==> config.mk <==
export PLATFORM = sky130hd
export DESIGN_NAME = flook_disk_request_scheduler
export DESIGN_NICKNAME = d
export VERILOG_FILES = /design/src/rtl/core/fdrs_pkg.sv /design/src/rtl/core/fdrs_ram.sv /design/src/rtl/core/fdrs_div.sv /design/src/rtl/core/fdrs_datapath.sv /design/src/rtl/core/fdrs_ctrl.sv /design/src/rtl/core/flook_disk_request_scheduler.sv
export VERILOG_INCLUDE_DIRS = /design/src /design/src/rtl/core
export SDC_FILE = /design/constraint.sdc
export NUM_CORES = 2
export LEC_CHECK = 0
export BUFFER_PORTS_ARGS = -buffer_cell sky130_fd_sc_hd__buf_2
export CORE_UTILIZATION = 45
export CTS_BUF_LIST = sky130_fd_sc_hd__clkbuf_16
export DETAILED_ROUTE_END_ITERATION = 12
export GPL_ROUTABILITY_DRIVEN = 0
export HOLD_SLACK_MARGIN = 0.02
export MAX_ROUTING_LAYER = met4
export PLACE_DENSITY = 0.59
export SYNTH_ARGS = -nofsm -noshare
export SYNTH_HDL_FRONTEND = slang
export SYNTH_HIERARCHICAL = 1
export SYNTH_SLANG_ARGS = --single-unit
==> constraint.sdc <==
create_clock -name clk -period 6.8 [get_ports clk]
set_input_delay 0.34 -clock clk [delete_from_list [all_inputs] [get_ports clk]]
set_output_delay 0.34 -clock clk [all_outputs]
set_load 0.05 [all_outputs]
==> src/rtl/core/flook_disk_request_scheduler_macros.svh <==
// assertion macros for the disk request scheduler
`ifndef FLOOK_DISK_REQUEST_SCHEDULER_MACROS_SVH
`define FLOOK_DISK_REQUEST_SCHEDULER_MACROS_SVH
// implication checked on every clock edge outside reset
`define FDRS_ASSERT_IMP(lbl, a, c) \
  lbl: assert property (@(posedge clk) disable iff (!rst_n) (a) |-> (c)) \
    else $error("assertion failed");
// next-cycle implication
`define FDRS_ASSERT_NXT(lbl, a, c) \
  lbl: assert property (@(posedge clk) disable iff (!rst_n) (a) |=> (c)) \
    else $error("assertion failed");
`endif

==> src/rtl/core/fdrs_pkg.sv <==
// shared types and constants for the disk request scheduler
package fdrs_pkg;
  localparam int QDepth = 32;
  localparam int SecBits = 20;
  localparam int IdxW = $clog2(QDepth);
  localparam int CntW = $clog2(QDepth + 1);
  localparam int EntW = SecBits + 8;
  localparam int TrkW = 20;
  localparam int SptW = 13;

  localparam logic [1:0] CMD_ADD = 2'd0;
  localparam logic [1:0] CMD_REM = 2'd1;
  localparam logic [1:0] CMD_NEXT = 2'd2;
  localparam logic [1:0] CMD_NOP = 2'd3;

  localparam logic [2:0] ST_OK = 3'd0;
  localparam logic [2:0] ST_FULL = 3'd1;
  localparam logic [2:0] ST_NOTFOUND = 3'd2;
  localparam logic [2:0] ST_DISP = 3'd3;
  localparam logic [2:0] ST_IDLE = 3'd4;

  typedef struct packed {
    logic [1:0] command;
    logic [SecBits-1:0] sector;
    logic [7:0] tag;
  } fdrs_in_t;

  typedef struct packed {
    logic [2:0] status;
    logic [19:0] out_sector;
    logic [7:0] out_tag;
    logic [19:0] out_track;
    logic moving_outward;
    logic serving_first_queue;
  } fdrs_out_t;

  typedef enum logic [3:0] {
    S_IDLE, S_DECODE, S_INS_RD, S_INS_WAIT, S_INS_CHK, S_REM_RD, S_REM_WAIT,
    S_REM_STEP, S_SCAN_RD, S_SCAN_WAIT, S_DIV, S_SCAN_CHK, S_DONE
  } fdrs_state_t;

  // controller -> datapath
  typedef struct packed {
    logic load;        // capture input transaction
    logic ins_init;    // start insert at tail
    logic ins_rd;      // read q[pos-1]
    logic ins_shift;   // q[pos]=q[pos-1], pos--
    logic ins_place;   // q[pos]=e, count++
    logic rem_init;    // start remove on first queue
    logic rem_rd;
    logic rem_step;    // process entry i
    logic rem_next_q;  // move to second queue
    logic scan_init;   // pick queue, start scan
    logic scan_rd;
    logic div_start;
    logic scan_step;   // evaluate entry / advance
    logic scan_rev;    // reverse direction, restart
    logic erase_rd;    // read q[i+1]
    logic erase_step;  // q[i]=q[i+1]
    logic erase_end;   // count--
    logic [2:0] status;
    logic set_status;
  } fdrs_cmd_t;

  // datapath -> controller
  typedef struct packed {
    logic [1:0] command;
    logic full;
    logic any_req;
    logic ins_more;    // e < q[pos-1]
    logic ins_pos0;
    logic rem_done;    // all entries of this queue processed
    logic rem_hit;     // removed any in this queue
    logic rem_first;   // working on first-tried queue
    logic scan_done;   // k == cnt
    logic scan_match;
    logic div_busy;
    logic rev_used;
    logic erase_done;
  } fdrs_sts_t;
endpackage

==> src/rtl/core/fdrs_ram.sv <==
// generic single-port-write ram with registered read
module fdrs_ram #(
  parameter int Width = 8,
  parameter int Depth = 4
) (
  input  logic                     clk,
  input  logic                     we,
  input  logic [$clog2(Depth)-1:0] waddr,
  input  logic [Width-1:0]         wdata,
  input  logic [$clog2(Depth)-1:0] raddr,
  output logic [Width-1:0]         rdata
);
  logic [Width-1:0] mem [Depth];
  always_ff @(posedge clk) begin
    if (we) begin
      mem[waddr] <= wdata;
    end
    rdata <= mem[raddr];
  end
endmodule

==> src/rtl/core/fdrs_div.sv <==
// restoring divider, one quotient bit per cycle
module fdrs_div
  import fdrs_pkg::*;
(
  input  logic               clk,
  input  logic               rst_n,
  input  logic               start,
  input  logic [SecBits-1:0] dividend,
  input  logic [SptW-1:0]    divisor,
  output logic               busy,
  output logic [TrkW-1:0]    track
);
  localparam int CW = $clog2(SecBits + 1);
  logic [CW-1:0] cnt_r, cnt_nxt;
  logic [SecBits-1:0] q_r, q_nxt;
  logic [SptW-1:0] rem_r, rem_nxt;
  logic [SptW-1:0] d_r, d_nxt;
  logic [SptW:0] trial;

  assign busy = (cnt_r != '0);
  if (SecBits >= TrkW) begin : g_trk
    assign track = q_r[TrkW-1:0];
  end else begin : g_trk_ext
    assign track = {{(TrkW-SecBits){1'b0}}, q_r};
  end
  assign trial = {rem_r, q_r[SecBits-1]};

  always_comb begin
    cnt_nxt = cnt_r;
    q_nxt = q_r;
    rem_nxt = rem_r;
    d_nxt = d_r;
    if (start) begin
      cnt_nxt = CW'(SecBits);
      q_nxt = dividend;
      rem_nxt = '0;
      d_nxt = (divisor == '0) ? SptW'(1) : divisor;
    end else if (busy) begin
      cnt_nxt = cnt_r - CW'(1);
      if (trial >= {1'b0, d_r}) begin
        rem_nxt = SptW'(trial - {1'b0, d_r});
        q_nxt = {q_r[SecBits-2:0], 1'b1};
      end else begin
        rem_nxt = trial[SptW-1:0];
        q_nxt = {q_r[SecBits-2:0], 1'b0};
      end
    end
  end

  always_ff @(posedge clk) begin
    if (!rst_n) begin
      cnt_r <= '0;
    end else begin
      cnt_r <= cnt_nxt;
    end
    q_r <= q_nxt;
    rem_r <= rem_nxt;
    d_r <= d_nxt;
  end
endmodule

==> src/rtl/core/fdrs_datapath.sv <==
// queue storage, pointers, track divider and result registers
module fdrs_datapath
  import fdrs_pkg::*;
(
  input  logic            clk,
  input  logic            rst_n,
  input  fdrs_cmd_t       cmd,
  input  fdrs_in_t        in_data,
  input  logic [SptW-1:0] spt,
  output fdrs_sts_t       sts,
  output fdrs_out_t       res
);
  fdrs_in_t e_r;
  logic [CntW-1:0] cnt1_r, cnt1_nxt, cnt2_r, cnt2_nxt;
  logic use1_r, use1_nxt, out_r, out_nxt;
  logic [TrkW-1:0] head_r, head_nxt;
  logic sel1_r, sel1_nxt;          // queue being worked on
  logic [CntW-1:0] i_r, i_nxt, j_r, j_nxt, k_r, k_nxt;
  logic hit_r, hit_nxt, remf_r, remf_nxt, rev_r, rev_nxt;
  logic [19:0] osec_r, osec_nxt;
  logic [7:0] otag_r, otag_nxt;
  logic [2:0] st_r;

  logic we;
  logic [IdxW-1:0] waddr, raddr;
  logic [EntW-1:0] wdata, rd1, rd2, rd;
  logic [TrkW-1:0] trk;
  logic dbusy;
  logic [CntW-1:0] cnt;
  logic [EntW-1:0] ent;
  logic ent_less, ent_eq, tmatch;

  assign ent = {e_r.sector, e_r.tag};
  assign cnt = sel1_r ? cnt1_r : cnt2_r;
  assign rd = sel1_r ? rd1 : rd2;
  assign ent_less = ent < rd;
  assign ent_eq = ent == rd;

  fdrs_ram #(.Width(EntW), .Depth(QDepth)) u_q1 (
    .clk(clk), .we(we & sel1_r), .waddr(waddr), .wdata(wdata),
    .raddr(raddr), .rdata(rd1));
  fdrs_ram #(.Width(EntW), .Depth(QDepth)) u_q2 (
    .clk(clk), .we(we & ~sel1_r), .waddr(waddr), .wdata(wdata),
    .raddr(raddr), .rdata(rd2));

  fdrs_div u_div (
    .clk(clk), .rst_n(rst_n), .start(cmd.div_start),
    .dividend(rd[EntW-1:8]), .divisor(spt), .busy(dbusy), .track(trk));

  assign tmatch = out_r ? (trk >= head_r) : (trk <= head_r);

  // read address per phase
  always_comb begin
    raddr = '0;
    if (cmd.ins_rd) raddr = IdxW'(i_r - CntW'(1));
    else if (cmd.rem_rd) raddr = i_r[IdxW-1:0];
    else if (cmd.scan_rd)
      raddr = out_r ? k_r[IdxW-1:0] : IdxW'(cnt - CntW'(1) - k_r);
    else if (cmd.erase_rd) raddr = IdxW'(i_r + CntW'(1));
  end

  always_comb begin
    we = 1'b0;
    waddr = i_r[IdxW-1:0];
    wdata = rd;
    if (cmd.ins_shift) begin
      we = 1'b1;
    end else if (cmd.ins_place) begin
      we = 1'b1;
      wdata = ent;
    end else if (cmd.rem_step && !ent_eq) begin
      we = 1'b1;
      waddr = j_r[IdxW-1:0];
    end else if (cmd.erase_step) begin
      we = 1'b1;
    end
  end

  always_comb begin
    cnt1_nxt = cnt1_r; cnt2_nxt = cnt2_r; use1_nxt = use1_r; out_nxt = out_r;
    head_nxt = head_r; sel1_nxt = sel1_r; i_nxt = i_r; j_nxt = j_r; k_nxt = k_r;
    hit_nxt = hit_r; remf_nxt = remf_r; rev_nxt = rev_r;
    osec_nxt = osec_r; otag_nxt = otag_r;
    if (cmd.load) begin
      osec_nxt = '0;
      otag_nxt = '0;
    end
    if (cmd.ins_init) begin
      sel1_nxt = ~use1_r;
      i_nxt = use1_r ? cnt2_r : cnt1_r;
    end
    if (cmd.ins_shift) i_nxt = i_r - CntW'(1);
    if (cmd.ins_place) begin
      if (sel1_r) cnt1_nxt = cnt1_r + CntW'(1);
      else cnt2_nxt = cnt2_r + CntW'(1);
    end
    if (cmd.rem_init) begin
      sel1_nxt = 1'b1; i_nxt = '0; j_nxt = '0; hit_nxt = 1'b0; remf_nxt = 1'b1;
    end
    if (cmd.rem_next_q) begin
      sel1_nxt = 1'b0; i_nxt = '0; j_nxt = '0; hit_nxt = 1'b0; remf_nxt = 1'b0;
    end
    if (cmd.rem_step) begin
      i_nxt = i_r + CntW'(1);
      if (ent_eq) hit_nxt = 1'b1;
      else j_nxt = j_r + CntW'(1);
      if (i_r + CntW'(1) == cnt) begin
        if (sel1_r) cnt1_nxt = ent_eq ? j_r : j_r + CntW'(1);
        else cnt2_nxt = ent_eq ? j_r : j_r + CntW'(1);
      end
    end
    if (cmd.scan_init) begin
      if ((use1_r && cnt1_r == '0) || (!use1_r && cnt2_r == '0)) begin
        use1_nxt = ~use1_r;
        sel1_nxt = ~use1_r;
      end else begin
        sel1_nxt = use1_r;
      end
      k_nxt = '0; rev_nxt = 1'b0;
    end
    if (cmd.scan_step) begin
      if (tmatch) begin
        i_nxt = out_r ? k_r : cnt - CntW'(1) - k_r;
        osec_nxt = 20'(rd[EntW-1:8]);
        otag_nxt = rd[7:0];
        head_nxt = trk;
      end else begin
        k_nxt = k_r + CntW'(1);
      end
    end
    if (cmd.scan_rev) begin
      out_nxt = ~out_r; rev_nxt = 1'b1; k_nxt = '0;
    end
    if (cmd.erase_step) i_nxt = i_r + CntW'(1);
    if (cmd.erase_end) begin
      if (sel1_r) cnt1_nxt = cnt1_r - CntW'(1);
      else cnt2_nxt = cnt2_r - CntW'(1);
    end
  end

  always_ff @(posedge clk) begin
    if (!rst_n) begin
      cnt1_r <= '0; cnt2_r <= '0; use1_r <= 1'b1; out_r <= 1'b1; head_r <= '0;
      st_r <= ST_IDLE;
    end else begin
      cnt1_r <= cnt1_nxt; cnt2_r <= cnt2_nxt; use1_r <= use1_nxt;
      out_r <= out_nxt; head_r <= head_nxt;
      if (cmd.set_status) st_r <= cmd.status;
    end
    if (cmd.load) e_r <= in_data;
    sel1_r <= sel1_nxt; i_r <= i_nxt; j_r <= j_nxt; k_r <= k_nxt;
    hit_r <= hit_nxt; remf_r <= remf_nxt; rev_r <= rev_nxt;
    osec_r <= osec_nxt; otag_r <= otag_nxt;
  end

  assign sts.command = e_r.command;
  assign sts.full = (use1_r ? cnt2_r : cnt1_r) == CntW'(QDepth);
  assign sts.any_req = (cnt1_r != '0) || (cnt2_r != '0);
  assign sts.ins_more = ent_less;
  assign sts.ins_pos0 = (i_r == '0);
  // count shrinks to the kept entries on the last step
  assign sts.rem_done = (i_r >= cnt);
  assign sts.rem_hit = hit_r;
  assign sts.rem_first = remf_r;
  assign sts.scan_done = (k_r == cnt);
  assign sts.scan_match = tmatch;
  assign sts.div_busy = dbusy;
  assign sts.rev_used = rev_r;
  assign sts.erase_done = (i_r + CntW'(1) >= cnt);

  assign res.status = st_r;
  assign res.out_sector = osec_r;
  assign res.out_tag = otag_r;
  assign res.out_track = head_r;
  assign res.moving_outward = out_r;
  assign res.serving_first_queue = use1_r;
endmodule

==> src/rtl/core/fdrs_ctrl.sv <==
// sequencer for add, remove and dispatch transactions
module fdrs_ctrl
  import fdrs_pkg::*;
(
  input  logic      clk,
  input  logic      rst_n,
  input  logic      in_valid,
  output logic      in_ready,
  output logic      out_valid,
  input  logic      out_ready,
  input  fdrs_sts_t sts,
  output fdrs_cmd_t cmd
);
  `include "flook_disk_request_scheduler_macros.svh"

  fdrs_state_t state_r, state_nxt;
  logic erase_r, erase_nxt;   // scan phase vs erase phase

  assign in_ready = (state_r == S_IDLE);
  assign out_valid = (state_r == S_DONE);

  always_comb begin
    state_nxt = state_r;
    erase_nxt = erase_r;
    case (state_r)
      S_IDLE: if (in_valid) state_nxt = S_DECODE;
      S_DECODE: begin
        case (sts.command)
          CMD_ADD: state_nxt = sts.full ? S_DONE : S_INS_RD;
          CMD_REM: state_nxt = S_REM_RD;
          CMD_NEXT: begin
            erase_nxt = 1'b0;
            state_nxt = sts.any_req ? S_SCAN_RD : S_DONE;
          end
          default: state_nxt = S_DONE;
        endcase
      end
      S_INS_RD: state_nxt = sts.ins_pos0 ? S_DONE : S_INS_WAIT;
      S_INS_WAIT: state_nxt = S_INS_CHK;
      S_INS_CHK: state_nxt = sts.ins_more ? S_INS_RD : S_DONE;
      S_REM_RD: begin
        if (sts.rem_done) begin
          if (sts.rem_hit) state_nxt = S_DONE;
          else if (sts.rem_first) state_nxt = S_REM_RD;
          else state_nxt = S_DONE;
        end else begin
          state_nxt = S_REM_WAIT;
        end
      end
      S_REM_WAIT: state_nxt = S_REM_STEP;
      S_REM_STEP: state_nxt = S_REM_RD;
      S_SCAN_RD: begin
        if (erase_r) state_nxt = sts.erase_done ? S_DONE : S_SCAN_WAIT;
        else if (sts.scan_done) state_nxt = sts.rev_used ? S_DONE : S_SCAN_RD;
        else state_nxt = S_SCAN_WAIT;
      end
      S_SCAN_WAIT: state_nxt = erase_r ? S_SCAN_CHK : S_DIV;
      S_DIV: state_nxt = S_SCAN_CHK;
      S_SCAN_CHK: begin
        if (erase_r) state_nxt = S_SCAN_RD;
        else if (sts.div_busy) state_nxt = S_SCAN_CHK;
        else begin
          if (sts.scan_match) erase_nxt = 1'b1;
          state_nxt = S_SCAN_RD;
        end
      end
      S_DONE: if (out_ready) state_nxt = S_IDLE;
      default: state_nxt = S_IDLE;
    endcase
  end

  always_comb begin
    cmd = '0;
    case (state_r)
      S_IDLE: cmd.load = in_valid;
      S_DECODE: begin
        cmd.set_status = 1'b1;
        case (sts.command)
          CMD_ADD: begin
            cmd.status = sts.full ? ST_FULL : ST_OK;
            cmd.ins_init = !sts.full;
          end
          CMD_REM: begin
            cmd.status = ST_OK;
            cmd.rem_init = 1'b1;
          end
          CMD_NEXT: begin
            cmd.status = ST_IDLE;
            cmd.scan_init = sts.any_req;
          end
          default: cmd.status = ST_IDLE;
        endcase
      end
      S_INS_RD: begin
        cmd.ins_rd = 1'b1;
        cmd.ins_place = sts.ins_pos0;
      end
      S_INS_WAIT: cmd.ins_rd = 1'b1;
      S_INS_CHK: begin
        cmd.ins_rd = 1'b1;
        cmd.ins_shift = sts.ins_more;
        cmd.ins_place = !sts.ins_more;
      end
      S_REM_RD: begin
        cmd.rem_rd = 1'b1;
        if (sts.rem_done && !sts.rem_hit) begin
          if (sts.rem_first) cmd.rem_next_q = 1'b1;
          else begin
            cmd.set_status = 1'b1;
            cmd.status = ST_NOTFOUND;
          end
        end
      end
      S_REM_WAIT: cmd.rem_rd = 1'b1;
      S_REM_STEP: begin
        cmd.rem_rd = 1'b1;
        cmd.rem_step = 1'b1;
      end
      S_SCAN_RD: begin
        cmd.scan_rd = !erase_r;
        cmd.erase_rd = erase_r;
        if (erase_r && sts.erase_done) begin
          cmd.erase_end = 1'b1;
          cmd.set_status = 1'b1;
          cmd.status = ST_DISP;
        end else if (!erase_r && sts.scan_done) cmd.scan_rev = 1'b1;
      end
      S_SCAN_WAIT: begin
        cmd.scan_rd = !erase_r;
        cmd.erase_rd = erase_r;
      end
      S_DIV: begin
        cmd.scan_rd = 1'b1;
        cmd.div_start = 1'b1;
      end
      S_SCAN_CHK: begin
        cmd.scan_rd = !erase_r;
        cmd.erase_rd = erase_r;
        cmd.erase_step = erase_r;
        cmd.scan_step = !erase_r && !sts.div_busy;
      end
      default: cmd = '0;
    endcase
  end

  always_ff @(posedge clk) begin
    if (!rst_n) begin
      state_r <= S_IDLE;
      erase_r <= 1'b0;
    end else begin
      state_r <= state_nxt;
      erase_r <= erase_nxt;
    end
  end

  `FDRS_ASSERT_IMP(a_rdy_idle, in_ready, !out_valid)
  `FDRS_ASSERT_NXT(a_out_hold, out_valid && !out_ready, out_valid)
  `FDRS_ASSERT_NXT(a_accept_busy, in_valid && in_ready, !in_ready)
  `FDRS_ASSERT_IMP(a_one_write, 1'b1, $countones({cmd.ins_shift, cmd.ins_place, cmd.erase_step}) <= 1)
endmodule

==> src/rtl/core/flook_disk_request_scheduler.sv <==
// F-LOOK disk request scheduler: two sorted request queues in ram
// add: sorted insert shifting from the tail; remove: first queue, then second if none matched
// dispatch: up to two scans using the 20-step divider per entry, then erase
// one transaction in flight at a time; result held until taken
// synchronous active-low reset: queues empty, first queue active, outward, head 0
// queue contents are undefined after reset; only entries below the counts are read
module flook_disk_request_scheduler
  import fdrs_pkg::*;
(
  input  logic            clk,
  input  logic            rst_n,
  input  logic            in_valid,
  output logic            in_ready,
  input  fdrs_in_t        in_data,
  output logic            out_valid,
  input  logic            out_ready,
  output fdrs_out_t       out_data,
  input  logic            cfg_valid,
  output logic            cfg_ready,
  input  logic [SptW-1:0] cfg_data
);
  fdrs_cmd_t cmd;
  fdrs_sts_t sts;
  logic [SptW-1:0] spt_r;

  assign cfg_ready = 1'b1;
  always_ff @(posedge clk) begin
    if (!rst_n) begin
      spt_r <= SptW'(63);
    end else if (cfg_valid) begin
      spt_r <= cfg_data;
    end
  end

  fdrs_ctrl u_ctrl (
    .clk(clk), .rst_n(rst_n), .in_valid(in_valid), .in_ready(in_ready),
    .out_valid(out_valid), .out_ready(out_ready), .sts(sts), .cmd(cmd));

  fdrs_datapath u_dp (
    .clk(clk), .rst_n(rst_n), .cmd(cmd), .in_data(in_data), .spt(spt_r),
    .sts(sts), .res(out_data));
endmodule

* Word-level counts from Yosys, hierarchy flattened
Memory sizes are Yosys's and may differ from the RTL's. A register that Yosys moved wholly into a read port is not among the register bits.
Cells that the tools add are included.
Widths: inputs -> output; s select.
** Cells by class
- $add $sub $neg :: 12
- $lt $le $gt $ge :: 6
- Equality and inequality tests :: 21
- Muxes and demuxes :: 127
- Bitwise operators :: 6
- Reductions and logical operators :: 35
** Operators with widths (number)
- $mux 6 :: 33
- $mux 20 :: 5
- $mux 28 :: 3
- $mux 5 :: 11
- $pmux 4 s13 :: 1
- $mux 4 :: 12
- $mux 1 :: 47
- $add 6x1->6 const B :: 5
- $eq 28x28->1 :: 1
- $lt 28x28->1 :: 1
- $mux 8 :: 3
- $pmux 4 s3 :: 2
- $sub 6x1->6 const B :: 4
- $eq 4x4->1 const B :: 5
- $ge 20x20->1 :: 1
- $le 20x20->1 :: 1
- $logic_not 6->1 :: 3
- $eq 4x3->1 const B :: 4
- $ge 14x13->1 :: 1
- $logic_not 13->1 :: 1
- $mux 13 :: 1
- $sub 13x13->13 :: 1
- $eq 6x6->1 :: 2
- $ge 6x6->1 :: 2
- other kinds (27) :: 57
** Word-level totals
- Bits in registers :: 186
- Bits in writable memories :: 1792
- Input port bits :: 48
- Output and inout port bits :: 56
- Logic and storage cells :: 235
- Memories :: 2
** Memory list
- u_dp.u_q1.mem :: words 32, bits a word 28, read ports 1, clocked after Yosys merged registers in 1, write ports 1, RTL line fdrs_ram.sv:13 : logic [Width-1:0] mem [Depth];
- u_dp.u_q2.mem :: words 32, bits a word 28, read ports 1, clocked after Yosys merged registers in 1, write ports 1, RTL line fdrs_ram.sv:13

* Depth between registers and ports, before layout
- Depth after elaboration :: 13
- Gate-level depth with buffers :: 23
- Gate-level depth less buffers :: 19

* Cells and area by module
The synthesis kept the hierarchy.
** Modules (own cells, without submodules)
- fdrs_ram at u_dp.u_q2 :: times used 1, cells each 1984, area each 35451.5 um2, sequential area each 27466.3 um2
- fdrs_ram at u_dp.u_q1 :: times used 1, cells each 1984, area each 35447.7 um2, sequential area each 27466.3 um2
- fdrs_datapath :: times used 1, cells each 944, area each 8167.8 um2, sequential area each 2652.5 um2
- fdrs_div :: times used 1, cells each 269, area each 2882.8 um2, sequential area each 1351.3 um2
- fdrs_ctrl :: times used 1, cells each 95, area each 614.3 um2, sequential area each 100.1 um2
- flook_disk_request_scheduler :: times used 1, cells each 44, area each 503.0 um2, sequential area each 260.2 um2

* Least setup slack after synthesis
OpenSTA, ideal clock, no wires.
- Path kind :: register to register
- From :: register u_dp.sel1_r
- To :: memory u_dp/u_q1/mem[0][26] (netlist bit) (data pin)
- Setup time :: 549 ps
- Arrival time :: 5826 ps
- Data required time :: 6251 ps
- Slack :: 425 ps
- Cell stages (with the launch flop) :: 22
- Buffers on the path :: 7
- Period minus slack after synthesis :: 6375 ps
- Path through :: edfxtp_1 > buf_2 > buf_1 > buf_1 > mux2i_1 > inv_1 > ha_1 > nor2b_1 > o21ai_0 > nand2b_1 > a21oi_1 > o21a_1 > o21ai_0 > a31oi_1 > buf_4 > or3b_1 > a211oi_1 > clkbuf_1 > nand2b_1 > clkbuf_1 > clkbuf_1 > a21oi_1
** RTL lines
- from (decl) :: RTL line fdrs_datapath.sv:17 : logic sel1_r, sel1_nxt;
- from (signal assigned) :: RTL line fdrs_datapath.sv:151 : sel1_r <= sel1_nxt; i_r <= i_nxt; j_r <= j_nxt; k_r <= k_nxt;
- to (decl) :: RTL line fdrs_ram.sv:13

==> run_results.csv <==
group,metric,value,unit
sta,finalHoldViolCount,0,
cts,postCtsSetupBuffers,0,
route,vias_per_cell,5.79,
global_routing,grt_pass1_wl,327000,µm
floorplan,floorplan.initialDensity,45.3,%
synth,synthCells,5320,
setup_path,worst_ep_required_time,7.33,ns
route,routedWlPerCell,27.6,µm
sta,tightest_slew,1.17,ns
synth,syn_nets,5463,
cts,path_clk_slew,0.07,ns
worst_hold_path,hold_class,"in -> reg",
floorplan,core,0.183,mm²
synth,async_flop_share,0,%
setup_path,crit_buf_inv,5,
global_routing,grt_max_degree,84,
synth,synth-seq-cells,2034,
finish,final_area,0.0953,mm²
synth,avgSynthCellArea,15.6,µm²
setup_path,path_delay_family,"simple AND/OR/NAND/NOR gates",
cts,clock_latency,0.86,ns
setup_path,cp_slowest_cell,"mux2_2",
sta,relSlewSlack,22.1,%
floorplan,io_pins,104,
setup_path,crit_path_max_incr_delay,0.60,ns
setup_path,crit_chain,"buf_12, mux2i_1, inv_1, ha_1, nor2b_1, o21ai_0, nand2b_1, a21oi_1, o21a_1, o21ai_0, buf_4, a31oi_1, or3b_1, a211oi_2, or3_1, mux2_2, buf_4, nand3b_1, nor2_4, buf_12",
sta,slew_violations,0,
floorplan,die_area,0.186,mm²
cts,clock_sinks,2034,
sta,fin_worst_skew,0.0762,ns
synth,ys_seq_area_share,71.4,%
finish,synthToLayoutAreaGrowth,14.7,%
setup_path,setup.worst_path.start_class,"register",
cts,cts_made_buffers,207,
global_routing,antenna_found_initial,7,
setup_path,cp.arrival,6.71,ns
sta,rsz0062_at_grt,"no",
sta,fin_crit_sh,90.9,%
cts,cts_tree,"done",
floorplan,core.rowCount,157,
route,drcViolationCount,0,
placement,hpwl,143000,µm
cts,htreeDepth,4,
sta,setup_tns,0,ns
cts,cts_buffer_depth,3,
setup_path,cp-end-kind,"register",
sta,period_minus_slack,6.18,ns
status,status,"finished clean",
synth,synthFlopType,"edfxtp_1",
route,vias,47800,
synth,synth_cell_type_count,90,
global_routing,grt_use_total,24.9,%
global_routing,grt_pass1_vias,45900,
synth,netlist_area,0.0831,mm²
run,cap_violations,0,
sta,clock.fmax,0.162,GHz
finish,nNetsFinal,5734,
synth,yosys_warnings,6,
route,drt_pass1_iterations,6,
floorplan,die_width,432,µm
placement,dp_slack,0.664,ns
finish,final_layout_size_suffix_gt1_share,13.2,%
route,drt_iter0_markers,4828,
finish,fillers,15000,
global_routing,grt-ovfl-total,0,
sta,setup-violations-final,0,
setup_path,setup.worst_path.class,"reg -> reg",
route,ant_nets,0,
route,drt-total-wl,228000,µm
placement,postPlaceCellArea,0.0880,mm²
setup_path,crit_fanout,57,
placement,io_buffers,102,
floorplan,dieHeight,432,µm
cts,clockRootBuffer,"clkbuf_16",
synth,synth_edf_count,1856,
sta,fin_ws,0.621,ns
cells in the final DEF, fill, tap and decap left out, types with 22 or more instances in the layout:
cell type         n
edfxtp_1       1856
a22oi_1         172
a21oi_4          28
clkbuf_16       210
nor2_1          104
inv_1           162
buf_12           51
nor2_4           64
a31oi_1          65
buf_2           102
nand2_1         252
clkinv_1         56
ha_1             93
dlygate4sd3_1    55
buf_4           169
a22o_1          112
nor3_1           85
nor2b_1          54
nand3_1         204
clkinv_2         27
mux2i_1         980
o21ai_0          76
dfxtp_1         178
a21oi_1         231
nand3b_1         40
mux2_2           29
xnor2_1          22
synth_stat cells, drive strengths merged, types with 6 or more instances:
master / number / share of area, %
a21o: 18 / 0.16
nor3b: 6 / 0.054
xor2: 19 / 0.20
o31ai: 7 / 0.063
nor4: 9 / 0.093
clkbuf: 132 / 0.61
nand2: 253 / 1.2
ha: 93 / 1.4
edfxtp: 1856 / 67
nand3b: 40 / 0.36
mux2: 30 / 0.41
o211ai: 7 / 0.075
o31a: 6 / 0.063
a31oi: 65 / 0.49
dfxtp: 178 / 4.3
buf: 183 / 1.5
nand2b: 20 / 0.15
mux2i: 981 / 12
o21ai: 80 / 0.51
inv: 101 / 0.46
or3: 14 / 0.11
nor3: 87 / 0.54
a21oi: 261 / 1.6
nor2b: 57 / 0.43
or2: 6 / 0.045
nor2: 171 / 0.77
xnor2: 22 / 0.23
a211oi: 18 / 0.17
and3: 15 / 0.11
a22oi: 173 / 1.6
o22ai: 6 / 0.045
a22o: 112 / 1.2
or3b: 8 / 0.084
a21boi: 6 / 0.068
nand4: 15 / 0.12
o21a: 10 / 0.099
nand3: 204 / 1.2
o221ai: 6 / 0.063
tightest hold or removal path, cell delays in order:
cell and delay, ns:
buf_2 0.22, mux2i_1 0.16, nor2b_1 0.10
per-layer routing:
| layer | share of wire, % | global-route usage [%] |
|---|---|---|
| met1 | 44 | 34.8 |
| met2 | 47 | 37.9 |
| met3 | 6.1 | 3.41 |
| met4 | 2.9 | 7.46 |
| met5 | 0 | - |
kinds of logic after synthesis:
| kind of cell | share of synthesized area [%] |
|---|---|
| AO/OA/AOI/OAI | 6.50 |
| XOR/XNOR | 0.432 |
| adder cells (fa/ha/maj) | 1.45 |
| buffers and inverters | 2.59 |
| flip-flops | 71.4 |
| multiplexers | 12.2 |
| other | 0.00451 |
| AND/OR/NAND/NOR | 5.40 |
path summary, 6_finish.rpt:
kind,from,endpoint,slack [ns],cells past startpoint
setup / recovery,u_dp/sel1_r$_DFFE_PP_,u_dp/u_q2/mem[22][3]$_DFFE_PP_,0.62,20
hold / removal,cfg_valid,spt_r[11]$_SDFFE_PN0P_,0.08,3
setup reg to reg,u_dp/sel1_r$_DFFE_PP_,u_dp/u_q2/mem[22][3]$_DFFE_PP_,0.62,20
hold reg to reg,spt_r[2]$_SDFFE_PN1P_,u_dp/u_div/d_r[2]$_SDFFCE_PN0P_,0.43,0
through the flow:
step           std cells  hold WS, ns  utilization [%]
2_1_floorplan       5320        0.426                -
3_3_place_gp        7791        0.447             48.0
3_5_place_dp        7791        0.449             48.0
4_1_cts             8239       0.0223             52.0
5_1_grt             8239       0.0673             52.0
6_report            8247       0.0759             52.0
cell type report:
cell class                      instances  area [µm²]  share of cell area, %
Sequential cell                      2034       59300                   62.2
Multi-Input combinational cell       2870       22500                   23.6
Clock buffer                          210        5260                   5.52
Timing Repair Buffer                  377        3350                   3.52
Tap cell                             2464        3080                   3.24
Clock inverter                        183        1410                   1.48
Inverter                              101         379                  0.398
Antenna cell                            8        20.0                 0.0210
flip-flops by register name (all words and copies together) (netlist names), 8 cells and up:
name	cells
u_dp/u_q1/mem	896
u_dp/u_q2/mem	896
u_dp/e_r	28
u_dp/u_q1/rdata	28
u_dp/u_q2/rdata	28
u_dp/head_r	20
u_dp/osec_r	20
u_dp/u_div/track	20
spt_r	13
u_dp/u_div/d_r	13
u_dp/u_div/rem_r	13
u_dp/otag_r	8
timing repair:
action,in CTS,in global routing
hold buffers,55,0
resized for setup,0,0
hold endpoints to repair,46,0
Power is not shown: default switching activity piles up to over one toggle a cycle in this logic, so the estimate is an artifact.
